[src/bmq_ram.sv]
// Generic single-write, single-read synchronous RAM with a registered read port.
// No dependencies.
`timescale 1ns / 1ps

module bmq_ram #(
  parameter int WIDTH = 8,
  parameter int DEPTH = 16
) (
  input  logic                                     clk,
  input  logic                                     we,
  input  logic [((DEPTH > 1) ? $clog2(DEPTH) : 1)-1:0] waddr,
  input  logic [WIDTH-1:0]                         wdata,
  input  logic                                     re,
  input  logic [((DEPTH > 1) ? $clog2(DEPTH) : 1)-1:0] raddr,
  output logic [WIDTH-1:0]                         rdata
);

  logic [WIDTH-1:0] mem [DEPTH];

  always_ff @(posedge clk) begin
    if (we) begin
      mem[waddr] <= wdata;
    end
    if (re) begin
      rdata <= mem[raddr];
    end
  end

endmodule

[config.mk]
export PLATFORM = sky130hd
export DESIGN_NAME = bmq_ram
export DESIGN_NICKNAME = d
export VERILOG_FILES = /design/src/bmq_ram.sv
export SDC_FILE = /design/constraint.sdc
export NUM_CORES = 1
export LEC_CHECK = 0
export ABC_AREA = 1
export BUFFER_PORTS_ARGS = -buffer_cell sky130_fd_sc_hd__buf_4
export CAP_MARGIN = 20
export CORE_MARGIN = 1.5
export CORE_UTILIZATION = 55
export CTS_CLUSTER_DIAMETER = 50
export DETAILED_ROUTE_END_ITERATION = 7
export HOLD_SLACK_MARGIN = 0.05
export PLACE_DENSITY = 0.82
export SLEW_MARGIN = 25
export SYNTH_ARGS = -nofsm -noshare
export SYNTH_HDL_FRONTEND = slang
export SYNTH_SLANG_ARGS = --single-unit
[constraint.sdc]
create_clock -name clk -period 1.8 [get_ports clk]
set_input_delay 0.54 -clock clk [delete_from_list [all_inputs] [get_ports clk]]
set_output_delay 0.54 -clock clk [all_outputs]
set_load 0.01 [all_outputs]
==> flow_summary.ini <==
[global_route]
grt_usage_pct = 25.28
grt_pass1_vias = 3905
grt_overflow_total = 0
antenna_found_initial = 0
grt_max_degree = 44
grt_pass1_wl_um = 20620

[power]
comb_power_share_pct = 6.2
irDropWorstVdd_mv = 0.5895
intPower_mw = 6.112
power_frac_seq_pct = 46.5
power_density_mw_per_mm2 = 1116
clkPwrFrac_pct = 47.3
p_sw_mw = 1.608
p_leak_nw = 3.004
switching_share_pct = 20.83

[place]
place.gp.congestion = 0.8425
portBuffers = 26
dp_hpwl_um = 7830
place_ws_ps = 63.96

[clock_network]
cts_sinks = 136
cts_htree_levels = 4
path_clk_slew_ps = 60
ctsHoldBuffers = 0
insertion_delay_ps = 520
cts_root_buf = clkbuf_8
cts_tree = done
cts_inserted_buffers = 17
clock_path_buffers = 2
cts_setup_buffers = 0
cts_resized = 0

[critical_path]
max_stage_delay_ps = 430
cp_max_fo = 1
setup.worst_path.start_class = flop
endpoint_kind = primary output
critical-path-top-delay-family = flip-flops
cp.required_ps = 1260
crit_arrival_ps = 1120
crit_chain = buf_4
worstSetupPathType = reg2out
crit_buf_inv = 1
crit_path_top_delay_cell = edfxtp_1

[sta]
skew_ps = 6.466
finalHoldViolations = 0
rsz0062_at_grt = false
min_period_ps = 1658
worstMarginPinSlew_ps = 294.2
drv_slew = 0
fmax_mhz = 603.1
worst_slack_ps = 141.8
maxSlewHeadroom_pct = 80.38
setup_tns_ps = 0
period_share_pct = 92.12
setup_viol = 0

[floorplanning]
die_y_um = 106.1
die_x_um = 106.1
ios = 27
dieArea_mm2 = 0.01126
rows = 37
initial_utilization_pct = 56.64
core_area_mm2 = 0.01032

[synth]
yosysSeqAreaShare_pct = 69.85
syn_avg_cell_area_um2 = 10.61
synth_top_family_by_area = simple AND/OR/NAND/NOR gates
syn_inst = 551
synth.yosys.warnings = 0
yosys.area_share.simple_pct = 20.76
synth_mux_area_share_pct = 0
synth_xor_area_share_pct = 0
synthAdderAreaFrac_pct = 0
synthDistinctLibCells = 11
syn_area_mm2 = 0.005847
synth_compound_area_share_pct = 0
ys_seq_elements = 136
syn_nets = 570

[cells_and_area]
drive_gt1_share_pct = 13.11
fin_nets = 616
final_common_cell = nand2_1
syn2layout_area_growth_pct = 18.32
layout_common_cells = nand2_1 (173), edfxtp_1 (136), inv_1 (100), nand3_1 (97), buf_4 (46)
utilization_pct = 67.01
n_antenna_cell = 0

[outcome]
status = complete, no violations

[hold_path]
hold_class = in2reg

[routing]
viasPerCell = 5.437
wire_per_inst_um = 17.75
drtAntennaViolNets = 0
first_pass_iters = 5
vias = 4056
wirelength_um = 13240
drtIter0Drc = 417
drc = 0

[run]
max_cap_viol_count = 0
-- flip-flops by register name (all words and copies together) (netlist names) --
| name | count |
|---|---|
| mem | 128 |
| rdata | 8 |
-- worst register-to-register path: stages, from the launching register on --
cell      delay [ps]
edfxtp_1         380
inv_1             80
nand2_1           60
nand3_1           70
nand3_1          110
nand3_1          160
nand2_1          100
-- metrics by stage --
stage / instance area, µm² / hold slack (ps) / std cells / power, mW
floorplan: 5847 / 638.9 / 551 / 3.908
global placement: 6296 / 721.4 / 714 / 4.102
detailed placement: 6296 / 747.1 / 714 / 4.121
CTS: 6918 / 303.9 / 746 / 7.739
global route: 6918 / 310.4 / 746 / 7.913
finish: 6918 / 324.3 / 746 / 7.720
-- power groups by stage --
stage / clock, mW / combinational, mW / sequential, mW
final: 3.65 / 0.481 / 3.59
after global routing: 3.80 / 0.520 / 3.60
after CTS: 3.67 / 0.475 / 3.59
after detailed placement: 0 / 0.465 / 3.66
after global placement: 0 / 0.450 / 3.65
after floorplan: 0 / 0.250 / 3.66
-- final timing paths --
check	cells past startpoint	end	slack, ps	start
worst min-delay path	1	rdata[7]$_DFFE_PP_	320	re
worst max-delay path	1	rdata[4]	140	rdata[4]$_DFFE_PP_
worst max register to register	6	rdata[5]$_DFFE_PP_	580	mem[6][5]$_DFFE_PP_
worst min register to register	6	rdata[2]$_DFFE_PP_	760	mem[13][2]$_DFFE_PP_
-- synthesized netlist by cell type (all sizes together) --
library cell	count	area (µm²)
buf	24	166.4
edfxtp	136	4084
inv	102	382.9
nand2	173	649.4
nand3	97	485.5
nand3b	2	15.01
nor2	17	63.81
-- logic make-up after synthesis --
family / Yosys count
and+or+nand+nor: 289
DFF: 136
buffers and inverters: 126
-- layer usage --
metal	global-route usage (%)	vias up	wire, µm
li1	-	1873	-
met2	40.41	231	6380
met1	32.32	1907	5170
met5	0	-	0
met3	5.886	45	1220
met4	13.13	0	472
-- cell type report --
type                       count  area, µm²
tap                          136      170.2
clock buffer                  19      421.7
sequential                   136       4084
clock inverter                13      200.2
multi-input combinational    289       1214
fill                         708       3406
inverter                     102      382.9
timing repair buffer          51      445.4
Note: power is estimated with default switching activity, not from simulation.
