## config.mk

```make
export PLATFORM = sky130hd
export DESIGN_NAME = bmq_scan
export DESIGN_NICKNAME = d
export VERILOG_FILES = /design/src/bmq_pkg.sv /design/src/bmq_scan.sv
export SDC_FILE = /design/constraint.sdc
export NUM_CORES = 1
export LEC_CHECK = 0
export ABC_AREA = 0
export BUFFER_PORTS_ARGS = -buffer_cell sky130_fd_sc_hd__buf_2
export CAP_MARGIN = 20
export CORE_MARGIN = 2
export CORE_UTILIZATION = 40
export CTS_BUF_LIST = sky130_fd_sc_hd__clkbuf_4 sky130_fd_sc_hd__clkbuf_8 sky130_fd_sc_hd__clkbuf_16
export CTS_CLUSTER_DIAMETER = 100
export CTS_CLUSTER_SIZE = 14
export DETAILED_ROUTE_END_ITERATION = 8
export PLACE_DENSITY = 0.7
export SLEW_MARGIN = 30
export SYNTH_ARGS = -nofsm -noshare
export SYNTH_HDL_FRONTEND = slang
export SYNTH_SLANG_ARGS = --single-unit
```

## constraint.sdc

```tcl
create_clock -name clk -period 3.2 [get_ports clk]
set_clock_uncertainty 0.1 [all_clocks]
set_input_delay 0.64 -clock clk [delete_from_list [all_inputs] [get_ports clk]]
set_output_delay 0.64 -clock clk [all_outputs]
set_load 0.01 [all_outputs]
```

## src/bmq_pkg.sv

```systemverilog
// Package for the bucketed multi-queue unit: sizes, field widths, status codes
// and the structures shared by the scan logic and the top level.
// No dependencies.
`timescale 1ns / 1ps

package bmq_pkg;

  localparam int DIVISIONS = 100;
  localparam int CAPACITY  = 256;

  localparam int DIV_W = 7;
  localparam int SID_W = 24;
  localparam int TAG_W = 16;

  // Node pointer, link word (pointer plus a "none" flag) and division index.
  localparam int PW = (CAPACITY > 1) ? $clog2(CAPACITY) : 1;
  localparam int LW = PW + 1;
  localparam int DW = (DIVISIONS > 1) ? $clog2(DIVISIONS) : 1;

  // Occupancy scan is done in groups of eight divisions.
  localparam int GRP_BITS = 8;
  localparam int GROUPS   = (DIVISIONS + GRP_BITS - 1) / GRP_BITS;
  localparam int GW       = (GROUPS > 1) ? $clog2(GROUPS) : 1;

  localparam logic FN_ENQ = 1'b0;
  localparam logic FN_DEQ = 1'b1;

  typedef enum logic [1:0] {
    ST_OK    = 2'd0,
    ST_FULL  = 2'd1,
    ST_RANGE = 2'd2,
    ST_EMPTY = 2'd3
  } status_t;

  typedef struct packed {
    logic          found;
    logic [DW-1:0] idx;
  } scan_res_t;

  typedef struct packed {
    status_t          status;
    logic [DIV_W-1:0] division;
    logic [SID_W-1:0] student_id;
    logic [TAG_W-1:0] name_tag;
    logic             done;
  } res_t;

endpackage

```

## src/bmq_scan.sv

```systemverilog
// Lowest non-empty division finder: a registered per-group stage followed by
// a priority pick across the groups. Depends on bmq_pkg.
`timescale 1ns / 1ps

module bmq_scan (
  input  logic                          clk,
  input  logic [bmq_pkg::DIVISIONS-1:0] mask,
  output bmq_pkg::scan_res_t            res
);
  import bmq_pkg::*;

  localparam int PAD_W = GROUPS * GRP_BITS;
  localparam int IW    = GW + 3;

  logic [PAD_W-1:0] pad;
  logic [GROUPS-1:0] grp_any_nxt, grp_any_r;
  logic [2:0]        grp_first_nxt [GROUPS];
  logic [2:0]        grp_first_r   [GROUPS];
  logic [IW-1:0]     idx_full;

  assign pad = PAD_W'(mask);

  // Per group: any bit set, and the position of the lowest set bit.
  always_comb begin
    for (int g = 0; g < GROUPS; g++) begin
      grp_any_nxt[g]   = |pad[g*GRP_BITS +: GRP_BITS];
      grp_first_nxt[g] = 3'd0;
      for (int b = GRP_BITS - 1; b >= 0; b--) begin
        if (pad[g*GRP_BITS + b]) begin
          grp_first_nxt[g] = 3'(b);
        end
      end
    end
  end

  always_ff @(posedge clk) begin
    grp_any_r   <= grp_any_nxt;
    grp_first_r <= grp_first_nxt;
  end

  always_comb begin
    idx_full  = '0;
    res.found = |grp_any_r;
    for (int g = GROUPS - 1; g >= 0; g--) begin
      if (grp_any_r[g]) begin
        idx_full = {GW'(g), grp_first_r[g]};
      end
    end
    res.idx = idx_full[DW-1:0];
  end

endmodule
```

==> out/qor.yml, run 1 <==
run_status: "finished, final reports clean"
syn_avg_cell_area_um2: 7.628
max-slew-margin-rel_pct: 72.01
fmax_mhz: 414.5
synth_cell_types: 30
grt_max_degree: 16
clockBufferDepth: 2
timing.final.crit_share_pct: 75.39
num-nets-final: 533
hp-class: "primary input to flip-flop"
wl_per_cell_um: 10.90
critical-path-max-stage-delay_ps: 490
syn-num-nets: 422
drtPass1Iterations: 4
drc: 0
clk_pin_slew_worst_paths_ps: 90
setup_tns_ps: 0
ioPinCount: 109
synth_seq_area_share_pct: 41.70
first_iter_violations: 70
rows: 28
dieWidth_um: 82.24
cts_sinks: 51
crit_buf_inv: 1
cts_resized: 0
cp.required_ps: 2460
cp.arrival_ps: 1670
post_synth_instance_area_um2: 2449
grt_pass1_wl_um: 8562
antenna_found_initial: 0
path_cells: "and3b_2 > a21oi_1 > o21ai_0 > o31a_1 > buf_2"
cts_buffers: 5
hold_buffers: 0
setup_viol: 0
htreeDepth: 2
fill_cells: 567
grt-ovfl-total: 0
start_util_pct: 41.36
multi_input_area_um2: 1291
startpoint_type: "flip-flop"
path_class: "flip-flop to primary output"
postSynthCellCount: 321
die_y_um: 82.24
dpl.hpwl_um: 4688
grt_use_total_pct: 16.27
ys_warn_count: 0
max_cap_viol_count: 0
post_cts.repair.setup_buffers: 0
hold_viol: 0
min_path_cells: 2
crit_family: "flip-flops"
coreArea_um2: 5921
gp_congestion: 0.8924
port_buffers: 108
cp-end-kind: "primary output"
critPathMaxFanout: 10
grt_pass1_vias: 2150
cts_tree: "built"
vias: 2509
layout.area.seq_um2: 1021
peakVddDrop_mv: 0.2548
drive_above_1_share_pct: 27.25
tightestPinTransition_ps: 414.5
p_per_area_nw_per_um2: 385.3
period_needed_ps: 2412
cpMaxStageDelayCell: "dfxtp_1"
grt_setup_unrepaired: "false"
hold_end: "grp_first_r[30]"
drt-total-wl_um: 5538
hp-start: "mask[16]"
vias_per_cell: 4.939
num_antenna_cells: 0
finalMaxSlewViolations: 0
clockRootBuffer: "clkbuf_8"
ant_nets: 0
utilization_pct: 53.34
area_growth_pct: 28.97
dieArea_um2: 6763
p_leak_nw: 1.442
ys_seq_elements: 51
-- worst max path at each step --
| stage | from | end | cells past startpoint | slack (ps) |
|---|---|---|---|---|
| 2_1_floorplan | grp_any_r[7] | res[0] | 5 | 1230 |
| 3_3_place_gp | grp_any_r[7] | res[0] | 5 | 1140 |
| 3_5_place_dp | grp_any_r[7] | res[1] | 5 | 1130 |
| 4_1_cts | grp_any_r[7] | res[1] | 5 | 790 |
| 5_1_grt | grp_any_r[7] | res[2] | 5 | 630 |
| 6_report | grp_any_r[7] | res[2] | 5 | 790 |
-- cell families (layout without fill, tap and decap cells) --
group	count (synthesis)	after routing	synth area share, %
buffers and inverters	34	146	5.570
DFF	51	51	41.70
AOI/OAI and AO/OA	70	70	17.58
and+or+nand+nor	166	166	35.16
-- cells in the mapped netlist (all sizes together) --
cell type | count | area share, %
o21bai | 12 | 3.7
clkbuf | 2 | 0.31
o311ai | 1 | 0.36
nand2 | 30 | 4.6
and3b | 1 | 0.41
nor3 | 40 | 8.2
a41oi | 1 | 0.36
a221oi | 1 | 0.36
nor2b | 14 | 3.6
or4 | 1 | 0.46
a22oi | 2 | 0.61
dfxtp | 51 | 42
o2111a | 2 | 0.92
o31a | 1 | 0.36
o221ai | 1 | 0.36
nand3b | 4 | 1.2
a31oi | 1 | 0.26
inv | 30 | 4.6
nand4 | 1 | 0.26
o21ai | 6 | 1.2
nor4 | 24 | 6.1
nor2 | 24 | 3.7
buf | 2 | 0.66
o31ai | 4 | 1.2
nand3 | 5 | 1.0
a21boi | 1 | 0.31
nand2b | 20 | 5.1
and3 | 2 | 0.51
a21oi | 37 | 7.6
-- cells in the final DEF (no fill, tap or decap), types with 2 or more instances in the layout --
master / instances
buf_2: 108
dfxtp_1: 51
nor3_1: 40
a21oi_1: 37
nand2_1: 30
inv_1: 30
nor2_1: 24
nor4_1: 24
nand2b_1: 20
nor2b_1: 14
o21bai_1: 12
o21ai_0: 6
clkbuf_8: 6
nand3_1: 5
o31ai_1: 4
nand3b_1: 4
a22oi_1: 2
and3_1: 2
o2111a_1: 2
-- registers in the layout, summed over array words and instances, names as in the netlist --
| register | cells |
|---|---|
| grp_any_r | 13 |
| grp_first_r | 38 |
-- through the flow --
stage	power [mW]	cell area, um^2	setup slack (ps)	hold slack, ps	instances
after global placement	0.8454	3059	1142	729.8	500
after CTS	1.227	3158	786.9	408.9	508
final	1.217	3158	787.6	412.3	508
after global routing	1.276	3158	632.1	408.1	508
after floorplan	0.7458	2449	1232	609.1	321
after detailed placement	0.8508	3059	1125	733.6	500
-- metal layers --
layer / wire length [um] / GRT usage [%] / vias up / part of all wire (%)
met5: 0 / 0 / - / 0
met4: 55 / 5.500 / 0 / 0.99
met3: 342 / 3.043 / 6 / 6.2
met2: 2669 / 28.79 / 69 / 48
met1: 2471 / 19.70 / 1076 / 45
li1: - / - / 1358 / -
-- area by class of cell --
class	count	area share, %
Clock buffer	7	2.853
Clock inverter	1	0.2773
Inverter	30	3.566
Multi-Input combinational cell	236	40.89
Sequential cell	51	32.33
Tap cell	75	2.971
Timing Repair Buffer	108	17.12
-- power by group --
group	internal, mW	leakage [nW]	total (mW)	switching [mW]
combinational	0.0850	0.971	0.167	0.0818
sequential	0.660	0.420	0.668	0.00877
clock	0.186	0.0519	0.382	0.196
total	0.930	1.44	1.22	0.287
Note: power is estimated with default switching activity, not from simulation.
==> inputs of run 2 (changes only) <==
--- a/config.mk
+++ b/config.mk
@@ -14,7 +14,7 @@
 export CTS_CLUSTER_DIAMETER = 100
 export CTS_CLUSTER_SIZE = 14
 export DETAILED_ROUTE_END_ITERATION = 8
-export PLACE_DENSITY = 0.7
+export PLACE_DENSITY = 0.72
 export SLEW_MARGIN = 30
 export SYNTH_ARGS = -nofsm -noshare
 export SYNTH_HDL_FRONTEND = slang
==> constraint.sdc (replaced) <==
create_clock -name clk -period 2.2 [get_ports clk]
set_clock_uncertainty 0.1 [all_clocks]
set_input_delay 0.44 -clock clk [delete_from_list [all_inputs] [get_ports clk]]
set_output_delay 0.44 -clock clk [all_outputs]
set_load 0.01 [all_outputs]
==> run 2 against run 1 <==
Net effect: critical path depth did not move; combinational power rose by 46%; hold slack got worse by 200 ps; non-clock buffer count rose by 1; largest power group unchanged.
==> out/qor.yml, run 2 (synthesized netlist as in run 1, its figures left out) <==
setup_viol: 0  # unchanged
path_class: "flip-flop to primary output"  # unchanged
drive_above_1_share_pct: 28.64  # was 27.25%
clkPwrFrac_pct: 33.9  # was 31.4%
power.internal_mw: 1.427  # was 0.9302 mW
hold_ws_ps: 207.9  # was 412.3 ps
place_area_um2: 3067  # was 3059 um^2
hp-start: "mask[56]"  # was mask[16]
rows: 28  # unchanged
grt_use_total_pct: 16.39  # was 16.27%
clockRootBuffer: "clkbuf_8"  # unchanged
p_per_area_nw_per_um2: 575.6  # was 385.3 nW/um^2
max-slew-margin-rel_pct: 70.42  # was 72.01%
drc: 0  # unchanged
top_regs: "grp_first_r (38), grp_any_r (13)"  # unchanged
critPathMaxFanout: 10  # unchanged
area_growth_pct: 30.20  # was 28.97%
grt_max_degree: 15  # was 16
peakVddDrop_mv: 0.3017  # was 0.2548 mV
first_iter_violations: 94  # was 70
start_util_pct: 41.36  # unchanged
cts_buffers: 5  # unchanged
clk_pin_slew_worst_paths_ps: 90  # about the same
dp.cells: 501  # was 500
p_comb_share_pct: 13.2  # was 13.7%
switching_share_pct: 22.22  # was 23.55%
cts_tree: "built"  # unchanged
grt_setup_unrepaired: "true"  # was false
post_cts.repair.setup_buffers: 0  # unchanged
power.total_mw: 1.835  # was 1.217 mW
most-common-layout-cells: "buf_2, dfxtp_1, nor3_1, a21oi_1"  # unchanged
dpl.hpwl_um: 4615  # was 4688 um
p_seq_share_pct: 52.9  # was 54.9%
hold_buffers: 0  # unchanged
regMostFlops: "grp_first_r"  # unchanged
grt_pass1_wl_um: 8728  # was 8562 um
htreeDepth: 2  # unchanged
run_status: "finished, final reports clean"  # unchanged
p_leak_nw: 1.449  # was 1.442 nW
vias_per_cell: 5.018  # was 4.939
vias: 2549  # was 2509
startpoint_type: "flip-flop"  # unchanged
cp.arrival_ps: 1650  # was 1670 ps
ioPinCount: 109  # unchanged
hp-class: "primary input to flip-flop"  # unchanged
timing.final.crit_share_pct: 99.77
coreArea_um2: 5921  # unchanged
hold_viol: 0  # unchanged
grt-ovfl-total: 0  # unchanged
grt_pass1_vias: 2218  # was 2150
design_area_um2: 3188  # was 3158 um^2
dieWidth_um: 82.24  # unchanged
largest_register_ff_count: 38  # unchanged
finalMaxSlewViolations: 0  # unchanged
num_antenna_cells: 0  # unchanged
period_needed_ps: 2195
cts_sinks: 51  # unchanged
min_path_cells: 2  # unchanged
max_cap_viol_count: 0  # unchanged
tightestPinTransition_ps: 439.6  # was 414.5 ps
dieArea_um2: 6763  # unchanged
hold_end: "grp_first_r[15]"  # was grp_first_r[30]
wl_per_cell_um: 10.87  # was 10.90 um
fill_cells: 568  # was 567
cp-end-kind: "primary output"  # unchanged
die_y_um: 82.24  # unchanged
port_buffers: 108  # unchanged
mostFrequentLayoutCell: "buf_2"  # unchanged
cp.required_ps: 1660  # was 2460 ps
p_sw_mw: 0.4078  # was 0.2865 mW
drt-total-wl_um: 5522  # was 5538 um
gp_congestion: 0.8980  # was 0.8924
clockBufferDepth: 2  # unchanged
fmax_mhz: 455.6
final_cells: 508  # unchanged
antenna_found_initial: 0  # unchanged
drtPass1Iterations: 4  # unchanged
ant_nets: 0  # unchanged
num-nets-final: 534  # was 533
-- run 2: cell count changes in the layout (fill, tap and decap cells not counted), sizes merged --
cell,before,now
clkbuf,7,6
buf,108,109
clkinv,1,0
bufinv,0,1
-- run 2: timing repair --
action,CTS,global route
resized for setup,2,7
pin swaps,0,0
setup endpoints to repair,2,5
-- run 2: per-stage QoR --
step / utilization [%] / setup TNS (ps) / setup WS (ps)
2_1_floorplan: - / 0 / 432.3
3_3_place_gp: 51.80 / 0 / 341.1
3_5_place_dp: 51.80 / 0 / 305.7
4_1_cts: 53.63 / 0 / 2.788
5_1_grt: 53.85 / -173.9 / -60.44
6_report: 53.85 / 0 / 5.060
-- run 2: final cells by class --
class,instances,area (um^2),area share [%]
inverters,30,112.6,3.532
flip-flops and latches,51,1028,32.26
clock buffers,6,76.32,2.394
well taps,75,93.84,2.943
clock inverters,1,30.03,0.9419
multi-input cells,236,1299,40.74
repair buffers,109,548.0,17.19
-- run 2: worst max path at each step --
stage,startpoint,to,slack [ps],depth (start not counted)
after floorplan,grp_any_r[7],res[0],430,5
after global placement,grp_any_r[7],res[1],340,5
after detailed placement,grp_any_r[7],res[1],310,5
after CTS,grp_any_r[9],res[1],3,5
after global routing,grp_any_r[9],res[1],-60,5
final,grp_any_r[7],res[1],5,5
-- run 2: power groups by stage --
stage | logic, mW | registers, mW | clock network, mW
after CTS | 0.244 | 0.972 | 0.629
final | 0.243 | 0.970 | 0.622
after floorplan | 0.0967 | 0.988 | 0
after detailed placement | 0.243 | 0.994 | 0
after global routing | 0.276 | 0.974 | 0.665
after global placement | 0.235 | 0.994 | 0
-- run 2: layer usage --
| metal | global-route usage, % | routed length (um) | part of all wire, % |
|---|---|---|---|
| met2 | 28.55 | 2584 | 47 |
| met5 | 0 | 0 | 0 |
| met4 | 5.000 | 64 | 1.2 |
| met3 | 3.043 | 309 | 5.6 |
| met1 | 20.45 | 2563 | 46 |
-- run 2: worst max-delay path, cell delays in order (launching register included) --
cell,delay [ps]
dfxtp_4,380
or4_4,520
a21oi_1,130
nand3_1,90
nand3_1,90
buf_2,130
